**src/rtl/i2ew_pkg.sv**
```systemverilog
// Shared constants and types for the integer-to-English-words block.
`default_nettype none

package i2ew_pkg;

  // Width of the value field on the input channel.
  localparam int unsigned VALUE_W        = 31;
  // Default number of value bits that take part in the conversion.
  localparam int unsigned VALUE_BITS_DEF = 31;
  // Decimal digits needed for the widest value.
  localparam int unsigned NUM_DIGITS     = 10;
  // Three-digit groups: billions, millions, thousands, units.
  localparam int unsigned NUM_GROUPS     = 4;
  localparam int unsigned GRP_W          = $clog2(NUM_GROUPS);
  // Entries in the queue between converter and word sequencer.
  localparam int unsigned QUEUE_DEPTH    = 2;
  localparam int unsigned WORD_W         = 5;

  typedef logic [3:0]        digit_t;
  typedef logic [WORD_W-1:0] word_t;

  // One converted number as packed decimal digits, least significant first.
  typedef struct packed {
    digit_t [NUM_DIGITS-1:0] digit;
  } bcd_t;

  // Word codes.
  localparam word_t W_ZERO     = 5'd0;
  localparam word_t W_TEN      = 5'd10;
  localparam word_t W_TWENTY   = 5'd20;
  localparam word_t W_HUNDRED  = 5'd28;
  localparam word_t W_THOUSAND = 5'd29;
  localparam word_t W_MILLION  = 5'd30;
  localparam word_t W_BILLION  = 5'd31;

  // Group indexes, most significant first.
  localparam logic [GRP_W-1:0] GRP_BILLION  = 2'd0;
  localparam logic [GRP_W-1:0] GRP_MILLION  = 2'd1;
  localparam logic [GRP_W-1:0] GRP_THOUSAND = 2'd2;
  localparam logic [GRP_W-1:0] GRP_UNITS    = 2'd3;

  // Word sequencer steps within one group.
  typedef enum logic [2:0] {
    SEQ_IDLE,
    SEQ_HUND,
    SEQ_HWORD,
    SEQ_TENS,
    SEQ_UNITS,
    SEQ_SCALE
  } seq_e;

endpackage

`default_nettype wire

```
**src/rtl/i2ew_if.sv**
```systemverilog
// Channel interfaces for the input numbers and the output words.
`default_nettype none

interface i2ew_in_if;
  logic                            valid;
  logic                            ready;
  logic [i2ew_pkg::VALUE_W-1:0]    value;

  modport source (output valid, output value, input ready);
  modport sink   (input valid, input value, output ready);
endinterface

interface i2ew_out_if;
  logic                            valid;
  logic                            ready;
  logic [i2ew_pkg::WORD_W-1:0]     word_code;
  logic                            last_word;

  modport source (output valid, output word_code, output last_word, input ready);
  modport sink   (input valid, input word_code, input last_word, output ready);
endinterface

`default_nettype wire

```
**src/rtl/i2ew_front.sv**
```systemverilog
// Front end: accepts a number and converts it to decimal digits, two bits per cycle.
`default_nettype none

module i2ew_front #(
  parameter int unsigned VALUE_BITS = i2ew_pkg::VALUE_BITS_DEF
) (
  input  wire logic                         clk_i,
  input  wire logic                         rst_ni,
  input  wire logic                         in_valid_i,
  output logic                              in_ready_o,
  input  wire logic [i2ew_pkg::VALUE_W-1:0] in_value_i,
  output logic                              push_valid_o,
  input  wire logic                         push_ready_i,
  output i2ew_pkg::bcd_t                    push_data_o
);

  localparam int unsigned ITERS = (VALUE_BITS + 1) / 2;
  localparam int unsigned SR_W  = 2 * ITERS;
  localparam int unsigned CNT_W = $clog2(ITERS + 1);

  // One shift-and-add-three step of the binary to decimal conversion.
  function automatic i2ew_pkg::bcd_t dabble(i2ew_pkg::bcd_t b, logic bit_in);
    i2ew_pkg::bcd_t a;
    a = b;
    for (int i = 0; i < int'(i2ew_pkg::NUM_DIGITS); i++) begin
      if (a.digit[i] >= 4'd5) begin
        a.digit[i] = a.digit[i] + 4'd3;
      end
    end
    return i2ew_pkg::bcd_t'({a[i2ew_pkg::NUM_DIGITS*4-2:0], bit_in});
  endfunction

  logic               busy_q, busy_d;
  logic               done_q, done_d;
  logic [CNT_W-1:0]   cnt_q, cnt_d;
  logic [SR_W-1:0]    sr_q;
  i2ew_pkg::bcd_t     bcd_q;
  i2ew_pkg::bcd_t     bcd_step;
  logic               accept;

  // Handshakes: a new number may enter as the finished one leaves.
  always_comb begin
    in_ready_o   = !busy_q && (!done_q || push_ready_i);
    accept       = in_valid_i && in_ready_o;
    push_valid_o = done_q;
    push_data_o  = bcd_q;
    bcd_step     = dabble(dabble(bcd_q, sr_q[SR_W-1]), sr_q[SR_W-2]);
  end

  // Control: count the conversion steps and hold the result until the queue takes it.
  always_comb begin
    busy_d = busy_q;
    done_d = done_q;
    cnt_d  = cnt_q;
    if (done_q && push_ready_i) begin
      done_d = 1'b0;
    end
    if (accept) begin
      busy_d = 1'b1;
      cnt_d  = CNT_W'(ITERS);
    end else if (busy_q) begin
      cnt_d = cnt_q - 1'b1;
      if (cnt_q == CNT_W'(1)) begin
        busy_d = 1'b0;
        done_d = 1'b1;
      end
    end
  end

  always_ff @(posedge clk_i or negedge rst_ni) begin
    if (!rst_ni) begin
      busy_q <= 1'b0;
      done_q <= 1'b0;
      cnt_q  <= '0;
    end else begin
      busy_q <= busy_d;
      done_q <= done_d;
      cnt_q  <= cnt_d;
    end
  end

  // Datapath: the binary shift register feeds the digit register MSB first.
  always_ff @(posedge clk_i) begin
    if (accept) begin
      sr_q  <= SR_W'(in_value_i[VALUE_BITS-1:0]);
      bcd_q <= '0;
    end else if (busy_q) begin
      sr_q  <= {sr_q[SR_W-3:0], 2'b00};
      bcd_q <= bcd_step;
    end
  end

endmodule

`default_nettype wire

```
**src/rtl/i2ew_queue.sv**
```systemverilog
// Small queue of converted numbers between the front end and the word sequencer.
`default_nettype none

module i2ew_queue (
  input  wire logic            clk_i,
  input  wire logic            rst_ni,
  input  wire logic            push_valid_i,
  output logic                 push_ready_o,
  input  wire i2ew_pkg::bcd_t  push_data_i,
  output logic                 pop_valid_o,
  input  wire logic            pop_ready_i,
  output i2ew_pkg::bcd_t       pop_data_o
);

  localparam int unsigned DEPTH = i2ew_pkg::QUEUE_DEPTH;
  localparam int unsigned PTR_W = (DEPTH > 1) ? $clog2(DEPTH) : 1;
  localparam int unsigned CNT_W = $clog2(DEPTH + 1);

  i2ew_pkg::bcd_t    mem_q [DEPTH];
  logic [PTR_W-1:0]  wr_ptr_q, rd_ptr_q;
  logic [CNT_W-1:0]  count_q;
  logic              do_push, do_pop;

  always_comb begin
    push_ready_o = (count_q != CNT_W'(DEPTH));
    pop_valid_o  = (count_q != '0);
    pop_data_o   = mem_q[rd_ptr_q];
    do_push      = push_valid_i && push_ready_o;
    do_pop       = pop_valid_o && pop_ready_i;
  end

  // Pointers and fill count.
  always_ff @(posedge clk_i or negedge rst_ni) begin
    if (!rst_ni) begin
      wr_ptr_q <= '0;
      rd_ptr_q <= '0;
      count_q  <= '0;
    end else begin
      if (do_push) begin
        wr_ptr_q <= (wr_ptr_q == PTR_W'(DEPTH - 1)) ? '0 : wr_ptr_q + 1'b1;
      end
      if (do_pop) begin
        rd_ptr_q <= (rd_ptr_q == PTR_W'(DEPTH - 1)) ? '0 : rd_ptr_q + 1'b1;
      end
      if (do_push && !do_pop) begin
        count_q <= count_q + 1'b1;
      end else if (do_pop && !do_push) begin
        count_q <= count_q - 1'b1;
      end
    end
  end

  // Entry storage.
  always_ff @(posedge clk_i) begin
    if (do_push) begin
      mem_q[wr_ptr_q] <= push_data_i;
    end
  end

endmodule

`default_nettype wire

```
**src/rtl/i2ew_back.sv**
```systemverilog
// Back end: walks one number's digit groups word by word, then takes the next.
`default_nettype none

module i2ew_back (
  input  wire logic                        clk_i,
  input  wire logic                        rst_ni,
  input  wire logic                        pop_valid_i,
  output logic                             pop_ready_o,
  input  wire i2ew_pkg::bcd_t              pop_data_i,
  output logic                             out_valid_o,
  input  wire logic                        out_ready_i,
  output logic [i2ew_pkg::WORD_W-1:0]      out_word_code_o,
  output logic                             out_last_word_o
);

  localparam int unsigned NG    = i2ew_pkg::NUM_GROUPS;
  localparam int unsigned GRP_W = i2ew_pkg::GRP_W;

  i2ew_pkg::seq_e              state_q, state_d, nxt;
  logic [GRP_W-1:0]            grp_q, grp_d;
  i2ew_pkg::bcd_t              cur_q;
  logic                        load;

  logic                        oval_q, oval_d;
  i2ew_pkg::word_t             code_q;
  logic                        last_q;

  i2ew_pkg::digit_t [3*NG-1:0] ext;
  logic [NG-1:0]               nz;
  i2ew_pkg::digit_t            h, t, u;
  logic                        later;
  logic                        e_hund, e_tens, e_units, e_scale;
  logic                        e_cur, emit, out_free, pop_zero, wrap;
  i2ew_pkg::word_t             code, scale_code;
  logic                        last;

  // Digit groups of the current number and which of them are non-zero.
  always_comb begin
    ext = '0;
    ext[i2ew_pkg::NUM_DIGITS-1:0] = cur_q.digit;
    for (int k = 0; k < int'(NG); k++) begin
      nz[k] = (ext[3*(NG-1-k)+2] != '0) || (ext[3*(NG-1-k)+1] != '0) ||
              (ext[3*(NG-1-k)] != '0);
    end
    later = 1'b0;
    for (int k = 0; k < int'(NG); k++) begin
      if (GRP_W'(k) > grp_q) begin
        later = later | nz[k];
      end
    end
  end

  // Digits of the group being spelled.
  always_comb begin
    unique case (grp_q)
      i2ew_pkg::GRP_BILLION: begin
        h = ext[11]; t = ext[10]; u = ext[9];
        scale_code = i2ew_pkg::W_BILLION;
      end
      i2ew_pkg::GRP_MILLION: begin
        h = ext[8]; t = ext[7]; u = ext[6];
        scale_code = i2ew_pkg::W_MILLION;
      end
      i2ew_pkg::GRP_THOUSAND: begin
        h = ext[5]; t = ext[4]; u = ext[3];
        scale_code = i2ew_pkg::W_THOUSAND;
      end
      default: begin
        h = ext[2]; t = ext[1]; u = ext[0];
        scale_code = i2ew_pkg::W_THOUSAND;
      end
    endcase
    e_hund  = (h != '0);
    e_tens  = (t != '0);
    e_units = (t != 4'd1) && (u != '0);
    e_scale = nz[grp_q] && (grp_q != i2ew_pkg::GRP_UNITS);
  end

  // Sequencer: next step, word to emit and whether it ends the spelling.
  always_comb begin
    out_free    = !oval_q || out_ready_i;
    pop_zero    = (pop_data_i == '0);
    wrap        = (grp_q == GRP_W'(NG - 1));
    state_d     = state_q;
    grp_d       = grp_q;
    nxt         = state_q;
    pop_ready_o = 1'b0;
    load        = 1'b0;
    e_cur       = 1'b0;
    emit        = 1'b0;
    code        = i2ew_pkg::W_ZERO;
    last        = 1'b0;
    unique case (state_q)
      i2ew_pkg::SEQ_IDLE: begin
        if (pop_valid_i) begin
          if (pop_zero) begin
            if (out_free) begin
              emit        = 1'b1;
              last        = 1'b1;
              pop_ready_o = 1'b1;
            end
          end else begin
            pop_ready_o = 1'b1;
            load        = 1'b1;
            grp_d       = '0;
            state_d     = i2ew_pkg::SEQ_HUND;
          end
        end
      end
      i2ew_pkg::SEQ_HUND: begin
        e_cur = e_hund;
        code  = i2ew_pkg::word_t'(h);
        nxt   = i2ew_pkg::SEQ_HWORD;
      end
      i2ew_pkg::SEQ_HWORD: begin
        e_cur = e_hund;
        code  = i2ew_pkg::W_HUNDRED;
        last  = !(e_tens || e_units || e_scale || later);
        nxt   = i2ew_pkg::SEQ_TENS;
      end
      i2ew_pkg::SEQ_TENS: begin
        e_cur = e_tens;
        if (t == 4'd1) begin
          code = i2ew_pkg::W_TEN + i2ew_pkg::word_t'(u);
        end else begin
          code = i2ew_pkg::W_TWENTY + i2ew_pkg::word_t'(t) - i2ew_pkg::word_t'(2);
        end
        last  = !(e_units || e_scale || later);
        nxt   = i2ew_pkg::SEQ_UNITS;
      end
      i2ew_pkg::SEQ_UNITS: begin
        e_cur = e_units;
        code  = i2ew_pkg::word_t'(u);
        last  = !(e_scale || later);
        nxt   = i2ew_pkg::SEQ_SCALE;
      end
      i2ew_pkg::SEQ_SCALE: begin
        e_cur = e_scale;
        code  = scale_code;
        last  = !later;
        nxt   = wrap ? i2ew_pkg::SEQ_IDLE : i2ew_pkg::SEQ_HUND;
      end
      default: begin
        state_d = i2ew_pkg::SEQ_IDLE;
      end
    endcase
    // A step with a word waits for a free output slot; an empty step just moves on.
    if (state_q != i2ew_pkg::SEQ_IDLE) begin
      emit = e_cur && out_free;
      if (!e_cur || out_free) begin
        state_d = nxt;
        if (state_q == i2ew_pkg::SEQ_SCALE && !wrap) begin
          grp_d = grp_q + 1'b1;
        end
      end
    end
    oval_d = emit ? 1'b1 : (out_ready_i ? 1'b0 : oval_q);
  end

  always_ff @(posedge clk_i or negedge rst_ni) begin
    if (!rst_ni) begin
      state_q <= i2ew_pkg::SEQ_IDLE;
      grp_q   <= '0;
      oval_q  <= 1'b0;
    end else begin
      state_q <= state_d;
      grp_q   <= grp_d;
      oval_q  <= oval_d;
    end
  end

  // Number being spelled and the output register.
  always_ff @(posedge clk_i) begin
    if (load) begin
      cur_q <= pop_data_i;
    end
    if (emit) begin
      code_q <= code;
      last_q <= last;
    end
  end

  assign out_valid_o     = oval_q;
  assign out_word_code_o = code_q;
  assign out_last_word_o = last_q;

endmodule

`default_nettype wire

```
**src/rtl/integer_to_english_words.sv**
```systemverilog
// Top level of the integer-to-English-words block.
// Each accepted number is spelled as a run of word transactions, most significant
// word first, with last_word set on the final one; zero gives the single word Zero.
// The front end converts the number to decimal, two bits per cycle, and hands the
// digits through a two-entry queue to the word sequencer. The sequencer walks five
// steps for each of the four digit groups plus one to load a non-zero number, and
// it sets the sustained rate. The front end converts the next number while words
// still flow.
`default_nettype none

module integer_to_english_words #(
  parameter int unsigned VALUE_BITS = i2ew_pkg::VALUE_BITS_DEF
) (
  input  wire logic   clk_i,
  input  wire logic   rst_ni,
  i2ew_in_if.sink     in_i,
  i2ew_out_if.source  out_o
);

  logic            push_valid, push_ready;
  i2ew_pkg::bcd_t  push_data;
  logic            pop_valid, pop_ready;
  i2ew_pkg::bcd_t  pop_data;

  // Binary to decimal conversion.
  i2ew_front #(
    .VALUE_BITS (VALUE_BITS)
  ) u_front (
    .clk_i        (clk_i),
    .rst_ni       (rst_ni),
    .in_valid_i   (in_i.valid),
    .in_ready_o   (in_i.ready),
    .in_value_i   (in_i.value),
    .push_valid_o (push_valid),
    .push_ready_i (push_ready),
    .push_data_o  (push_data)
  );

  // Decoupling queue.
  i2ew_queue u_queue (
    .clk_i        (clk_i),
    .rst_ni       (rst_ni),
    .push_valid_i (push_valid),
    .push_ready_o (push_ready),
    .push_data_i  (push_data),
    .pop_valid_o  (pop_valid),
    .pop_ready_i  (pop_ready),
    .pop_data_o   (pop_data)
  );

  // Word sequencer and output register.
  i2ew_back u_back (
    .clk_i           (clk_i),
    .rst_ni          (rst_ni),
    .pop_valid_i     (pop_valid),
    .pop_ready_o     (pop_ready),
    .pop_data_i      (pop_data),
    .out_valid_o     (out_o.valid),
    .out_ready_i     (out_o.ready),
    .out_word_code_o (out_o.word_code),
    .out_last_word_o (out_o.last_word)
  );

endmodule

`default_nettype wire

```
**src/flat_wrapper.sv**
```systemverilog
// flat-port wrapper written by rule: the top's interface ports become plain ports
module integer_to_english_words_flat 
#(
  parameter int unsigned VALUE_BITS = i2ew_pkg::VALUE_BITS_DEF
)
  (clk_i, rst_ni, in_i_valid, in_i_value, in_i_ready, out_o_valid, out_o_word_code, out_o_last_word, out_o_ready);
  i2ew_in_if in_i_i ();
  i2ew_out_if out_o_i ();
  input  wire logic clk_i;
  input  wire logic rst_ni;
  input wire logic [$bits(in_i_i.valid)-1:0] in_i_valid;
  input wire logic [$bits(in_i_i.value)-1:0] in_i_value;
  output wire logic [$bits(in_i_i.ready)-1:0] in_i_ready;
  output wire logic [$bits(out_o_i.valid)-1:0] out_o_valid;
  output wire logic [$bits(out_o_i.word_code)-1:0] out_o_word_code;
  output wire logic [$bits(out_o_i.last_word)-1:0] out_o_last_word;
  input wire logic [$bits(out_o_i.ready)-1:0] out_o_ready;
  assign in_i_i.valid = in_i_valid;
  assign in_i_i.value = in_i_value;
  assign in_i_ready = in_i_i.ready;
  assign out_o_valid = out_o_i.valid;
  assign out_o_word_code = out_o_i.word_code;
  assign out_o_last_word = out_o_i.last_word;
  assign out_o_i.ready = out_o_ready;
  integer_to_english_words #(.VALUE_BITS(VALUE_BITS)) u_core (.clk_i(clk_i), .rst_ni(rst_ni), .in_i(in_i_i), .out_o(out_o_i));
endmodule
```
**config.mk**
```make
export PLATFORM = sky130hd
export DESIGN_NAME = integer_to_english_words_flat
export DESIGN_NICKNAME = d
export VERILOG_FILES = /design/src/rtl/i2ew_pkg.sv /design/src/rtl/i2ew_if.sv /design/src/rtl/i2ew_front.sv /design/src/rtl/i2ew_queue.sv /design/src/rtl/i2ew_back.sv /design/src/rtl/integer_to_english_words.sv /design/src/flat_wrapper.sv
export SDC_FILE = /design/constraint.sdc
export NUM_CORES = 1
export LEC_CHECK = 0
export BUFFER_PORTS_ARGS = -buffer_cell sky130_fd_sc_hd__buf_2
export CORE_ASPECT_RATIO = 1.5
export CORE_UTILIZATION = 55
export CTS_BUF_LIST = sky130_fd_sc_hd__clkbuf_16
export DETAILED_ROUTE_END_ITERATION = 8
export GPL_ROUTABILITY_DRIVEN = 0
export PLACE_DENSITY = 0.72
export SLEW_MARGIN = 5
export SYNTH_ARGS = -nofsm -noshare
export SYNTH_HDL_FRONTEND = slang
export SYNTH_HIERARCHICAL = 1
export SYNTH_SLANG_ARGS = --single-unit
```
**constraint.sdc**
```tcl
create_clock -name clk_i -period 5.9 [get_ports clk_i]
set_input_delay 0.885 -clock clk_i [delete_from_list [all_inputs] [get_ports clk_i]]
set_output_delay 0.885 -clock clk_i [all_outputs]
set_load 0.02 [all_outputs]
```
-- Word level (Yosys, flattened, before mapping)
Memory sizes are Yosys's and may differ from the RTL's.
Cells that the tools add are included.
- RAM bits: 80
- bits of input ports: 35
- output and inout bits: 8
- memories: 1
- register bits: 135
- logic and storage cells: 241
- memory list (name ; depth ; width ; read ports ; clocked after memory_dff ; write ports ; line ; source):
    u_core.u_queue.mem_q ; 2 ; 40 ; 1 ; 0 ; 1 ; i2ew_queue.sv:19 ; i2ew_pkg::bcd_t mem_q [DEPTH];
- mux-type cells: 77
- bitwise operators: 3
- $lt $le $gt $ge: 25
- eq/ne operators: 14
- $add $sub $neg: 29
- reductions and logical operators: 59
- operators by type and width (cell ; count):
    4-bit by 3-bit greater-or-equal comparator with 1-bit output, second input constant ; 20
    4-bit by 2-bit adder with 4-bit output, second input constant ; 18
    4-bit 2-to-1 mux ; 18
    31-bit 2-to-1 mux ; 2
    4-bit nonzero test ; 13
    40-bit zero test ; 1
    4-bit case mux with 3 select lines ; 3
    1-bit 2-to-1 mux ; 30
    5-bit case mux with 5 select lines ; 1
    3-bit 2-to-1 mux ; 6
    2-bit 2-to-1 mux ; 8
    1-bit logical OR ; 15
    5-bit 2-to-1 mux ; 3
    3-bit case mux with 5 select lines ; 1
    1-bit zero test ; 11
    1-bit logical AND ; 10
    2-bit nonzero test ; 4
    7-bit by 2-bit inequality test with 1-bit output, second input constant ; 1
    3-bit by 2-bit adder with 3-bit output, second input constant ; 2
    3-bit by 2-bit == test with 1-bit output, second input constant ; 2
    3-bit == test, second input constant ; 2
    3-bit case mux with 2 select lines ; 1
    4-bit by 4-bit adder with 5-bit output, first input constant ; 1
    5-bit by 4-bit adder with 5-bit output, first input constant ; 1
    other kinds (25) ; 33

-- Longest topological paths before layout
- depth in word-level cells: 12
- depth in mapped cells: 12
- mapped depth without buffers: 11

-- Hierarchy
Netlist, hierarchy kept.
- modules (own cells, without submodules) (module ; seq. area each (µm²) ; times used ; cells each ; area each (µm²)):
    i2ew_front ; 1926.8 ; 1 ; 556 ; 4843.4
    i2ew_queue ; 2502.4 ; 1 ; 143 ; 3284.4
    i2ew_back ; 1531.5 ; 1 ; 224 ; 2706.3

-- Worst setup path before layout
OpenSTA, ideal clock, no wires.
- kind: reg-to-reg
- start point: register u_core.u_queue.count_q[0]
- end point: memory u_core/u_queue/mem_q[0][0] (netlist bit), enable pin
- buffers on the path: 0
- setup time: 0.437 ns
- stages on the path, launching flop included: 4
- period minus slack after synthesis: 2.736 ns
- data arrival time: 2.299 ns
- path slack: 3.164 ns
- required time: 5.463 ns
- cells stage by stage: dfrtp_1 nand2b_1 nand2_1 nor2_1
- word-level cells in the longest chain between the ends: 4
- ends and longest elaborated chain (what ; line ; source):
    from (decl) ; i2ew_queue.sv:21 ; logic [CNT_W-1:0] count_q;
    from (signal assigned) ; i2ew_queue.sv:46 ; count_q <= count_q + 1'b1;
    from (signal assigned) ; i2ew_queue.sv:48 ; count_q <= count_q - 1'b1;
    2-bit inequality test ; i2ew_queue.sv:25 ; push_ready_o = (count_q != CNT_W'(DEPTH));
    via u_core.push_ready ; integer_to_english_words.sv:20 ; logic push_valid, push_ready;
    1-bit logical AND ; i2ew_queue.sv:28 ; do_push = push_valid_i && push_ready_o;
    1-bit 2-to-1 mux ; i2ew_queue.sv:55 ; if (do_push) begin
    1-bit 2-to-1 mux (implied by the code) ; i2ew_queue.sv:56 ; mem_q[wr_ptr_q] <= push_data_i;
    to (decl) ; i2ew_queue.sv:19 ;
The timed path passes the listed nets, and every way through them passes these cells.

==> out/summary.txt <==
setup slack, reg-to-reg = 2.38 ns
clock root buffer = clkbuf_16
crit start category = flop
Synth area leaders = edfxtp_1, dfxtp_1, mux2_4
Seq/Total Area, Yosys = 55.0%
Routed Antenna Nets = 0
CTS tree = done
largest net degree at the start of global routing = 47
routed vias/inst = 5.91
design area = 11900 um^2
wire length per cell = 16.8 um
Critical Path AT = 3.67 ns
Syn Inst Count = 923
clk sinks = 215
max-slew violation count = 0
dpl cell area = 11200 um^2
met2 Use GR = 38.2%
hold buffers post-CTS = 0
run status = finished, final reports clean
skew final = 0.00716 ns
reg2reg start = u_core/u_queue/rd_ptr_q$_DFFE_PN0P_
total gr overflow = 0
DR vias = 7287
# rows = 62
Post-synth EDFFs = 157
Clock Latency Late Sink = 0.49 ns
RR Endpoint = u_core/u_back/out_word_code_o[2]$_DFFE_PP_
WP data required = 6.05 ns
Top FF cell, synth = edfxtp_1
Yosys reg bits = 215
maximum vdd drop = 0.000386 V
Synth top area share = 43.5%
clock transition at the registers of the reported paths = 0.07 ns
setup violators final = 0
GRT Total Usage = 21.3%
fmax = 284 MHz
met1 Use GR = 24.8%
slowest CP cell = buf_4
syn_nets = 990
count leader, synth = edfxtp_1
worst-path fanout max = 36
Total Power = 6.71 mW
Max stage delay on crit path = 0.55 ns
R2R depth = 7
first-pass GRT wire length = 34200 um
minimum clock period = 3.52 ns
DPL Wire Length = 14800 um
diode count = 0
RSZ-0062 raised after global routing = false
Leak = 4.62 nW
Setup WS post-layout = 2.38 ns
WS Path Type = flop to flop
CP cell instances = buf_4, mux2_4, nor4_1, nand4_1, nor3_1, nand3_1, a21oi_2
buffer count from post-CTS setup fixing = 0
final net count = 1030
Fillers = 1603
routing usage on met3 = 2.62%
layout cells sized above 1 = 16.7%
post-CTS sizing = 0
MaxCap Viol Count = 0
Die Ht = 174 um
Distinct cells, synth = 89
yosys warns = 6
Die X = 117 um
Setup WS pre-CTS = 2.40 ns
DR iter-0 viols = 417
deepest clock path buffer count = 3
busiest grt layer = met2
setup total negative slack = 0 ns
Layout area overhead = 9.47%
Yosys top cell by area = edfxtp_1
top cells by count, synth = edfxtp_1, nand2_1, o21ai_0
Max transition margin = 25.2%
crit share post-route = 59.7%
initial antenna violation count = 0
Min-Delay Path Class = input port to async pin
slew at the pin with the worst max-slew slack = 1.12 ns
synthesized cell area = 10800 um^2
Num CTS Buffers = 21
drt first pass iters = 5
Fin. Hold Viols = 0
Post-synth ARST share = 7.91%
CP endpoint kind = flop
Remaining DRCs = 0
worst hold slack = 0.321 ns
total wire length = 20700 um
number of global-route vias before repair = 7043
die area = 20300 um^2
pwr/cell area = 566 nW/um^2
Initial Util = 56.3%
I/O Buffers = 42
area of the core = 19200 um^2
H-Tree Depth = 1
Synth Area per Inst = 11.7 um^2
Top Ports = 43
[power by group]
group | internal, mW | switching [mW] | total [mW]
Combinational | 1.25 | 1.61 | 2.86
Clock | 0.696 | 0.542 | 1.24
Sequential | 2.20 | 0.418 | 2.62
[logic make-up after synthesis]
group                    synth area share [%]
AND/OR/NAND/NOR                          15.4
flip-flops                               55.0
AO/OA/AOI/OAI                            13.4
buffers and inverters                    3.46
multiplexers                             6.86
adder cells (fa/ha/maj)                  3.70
XOR/XNOR                                 2.16
[how the worst max path moves through the flow]
stage,startpoint,to,cells past startpoint
4_1_cts,u_core/u_queue/rd_ptr_q$_DFFE_PN0P_,u_core/u_back/out_word_code_o[2]$_DFFE_PP_,7
6_report,u_core/u_queue/rd_ptr_q$_DFFE_PN0P_,u_core/u_back/out_word_code_o[2]$_DFFE_PP_,7
2_1_floorplan,u_core/u_queue/count_q[0]$_DFFE_PN0P_,u_core/u_queue/mem_q[0][0]$_DFFE_PP_,3
3_3_place_gp,u_core/u_queue/rd_ptr_q$_DFFE_PN0P_,u_core/u_back/out_word_code_o[1]$_DFFE_PP_,7
5_1_grt,u_core/u_queue/rd_ptr_q$_DFFE_PN0P_,u_core/u_queue/count_q[1]$_DFFE_PN0P_,11
3_5_place_dp,u_core/u_queue/rd_ptr_q$_DFFE_PN0P_,u_core/u_back/out_word_code_o[2]$_DFFE_PP_,7
[routing by layer]
metal | up-vias | part of all wire, %
met1 | 3502 | 40
met3 | 61 | 3.7
met5 | - | 0
met2 | 178 | 52
li1 | 3546 | -
met4 | 0 | 3.8
[registers in the layout, summed over array words and instances (netlist names)]
register and cells:
u_core/u_queue/mem_q 80, u_core/u_back/cur_q 40, u_core/u_front/push_data_o 40, u_core/u_front/sr_q 32, u_core/u_back/out_word_code_o 5, u_core/u_front/cnt_q 5
u_core/u_back/state_q 3, u_core/u_back/grp_q 2, u_core/u_queue/count_q 2, u_core/u_back/out_last_word_o 1, u_core/u_back/out_valid_o 1, u_core/u_front/busy_q 1
u_core/u_front/push_valid_o 1, u_core/u_queue/rd_ptr_q 1, u_core/u_queue/wr_ptr_q 1
[through the flow]
step	utilization, %	instances
after global routing	61.6	1232
after global placement	58.3	1196
after CTS	61.6	1232
after floorplan	-	923
final	61.6	1232
after detailed placement	58.3	1196
[worst max-delay path: cells and delay by family (launching register included)]
kind,cells,cell delay [ns]
and+or+nand+nor,4,1.38
muxes,1,0.36
AOI/OAI and AO/OA,1,0.40
DFF,1,0.45
buffers and inverters,1,0.55
[cell type report]
class	instances	area, um^2	area share (%)
multi-input cells	633	4510	38.0
clock buffers	21	526	4.43
flip-flops and latches	215	5960	50.3
well taps	256	320	2.70
clock inverters	15	111	0.939
repair buffers	51	278	2.34
inverters	41	154	1.30
[placed cells by master (no fill, tap or decap), types with 9 or more instances in the layout]
cell,instances
mux2_4,40
edfxtp_1,157
o21ai_1,13
nand2_1,142
clkbuf_16,21
a21oi_1,34
a221o_1,10
nor2_1,26
mux2i_1,12
ha_1,32
or4_1,16
o21ai_0,43
nor3b_1,12
buf_4,9
dfrtp_1,16
xnor2_1,17
nand4_1,9
a22oi_1,11
o211ai_1,9
a211oi_1,9
dfxtp_1,41
nand2b_1,18
nand3_1,19
nor3_1,13
inv_1,38
buf_2,42
nor4_1,16
Power figures use the tool's default switching activity.
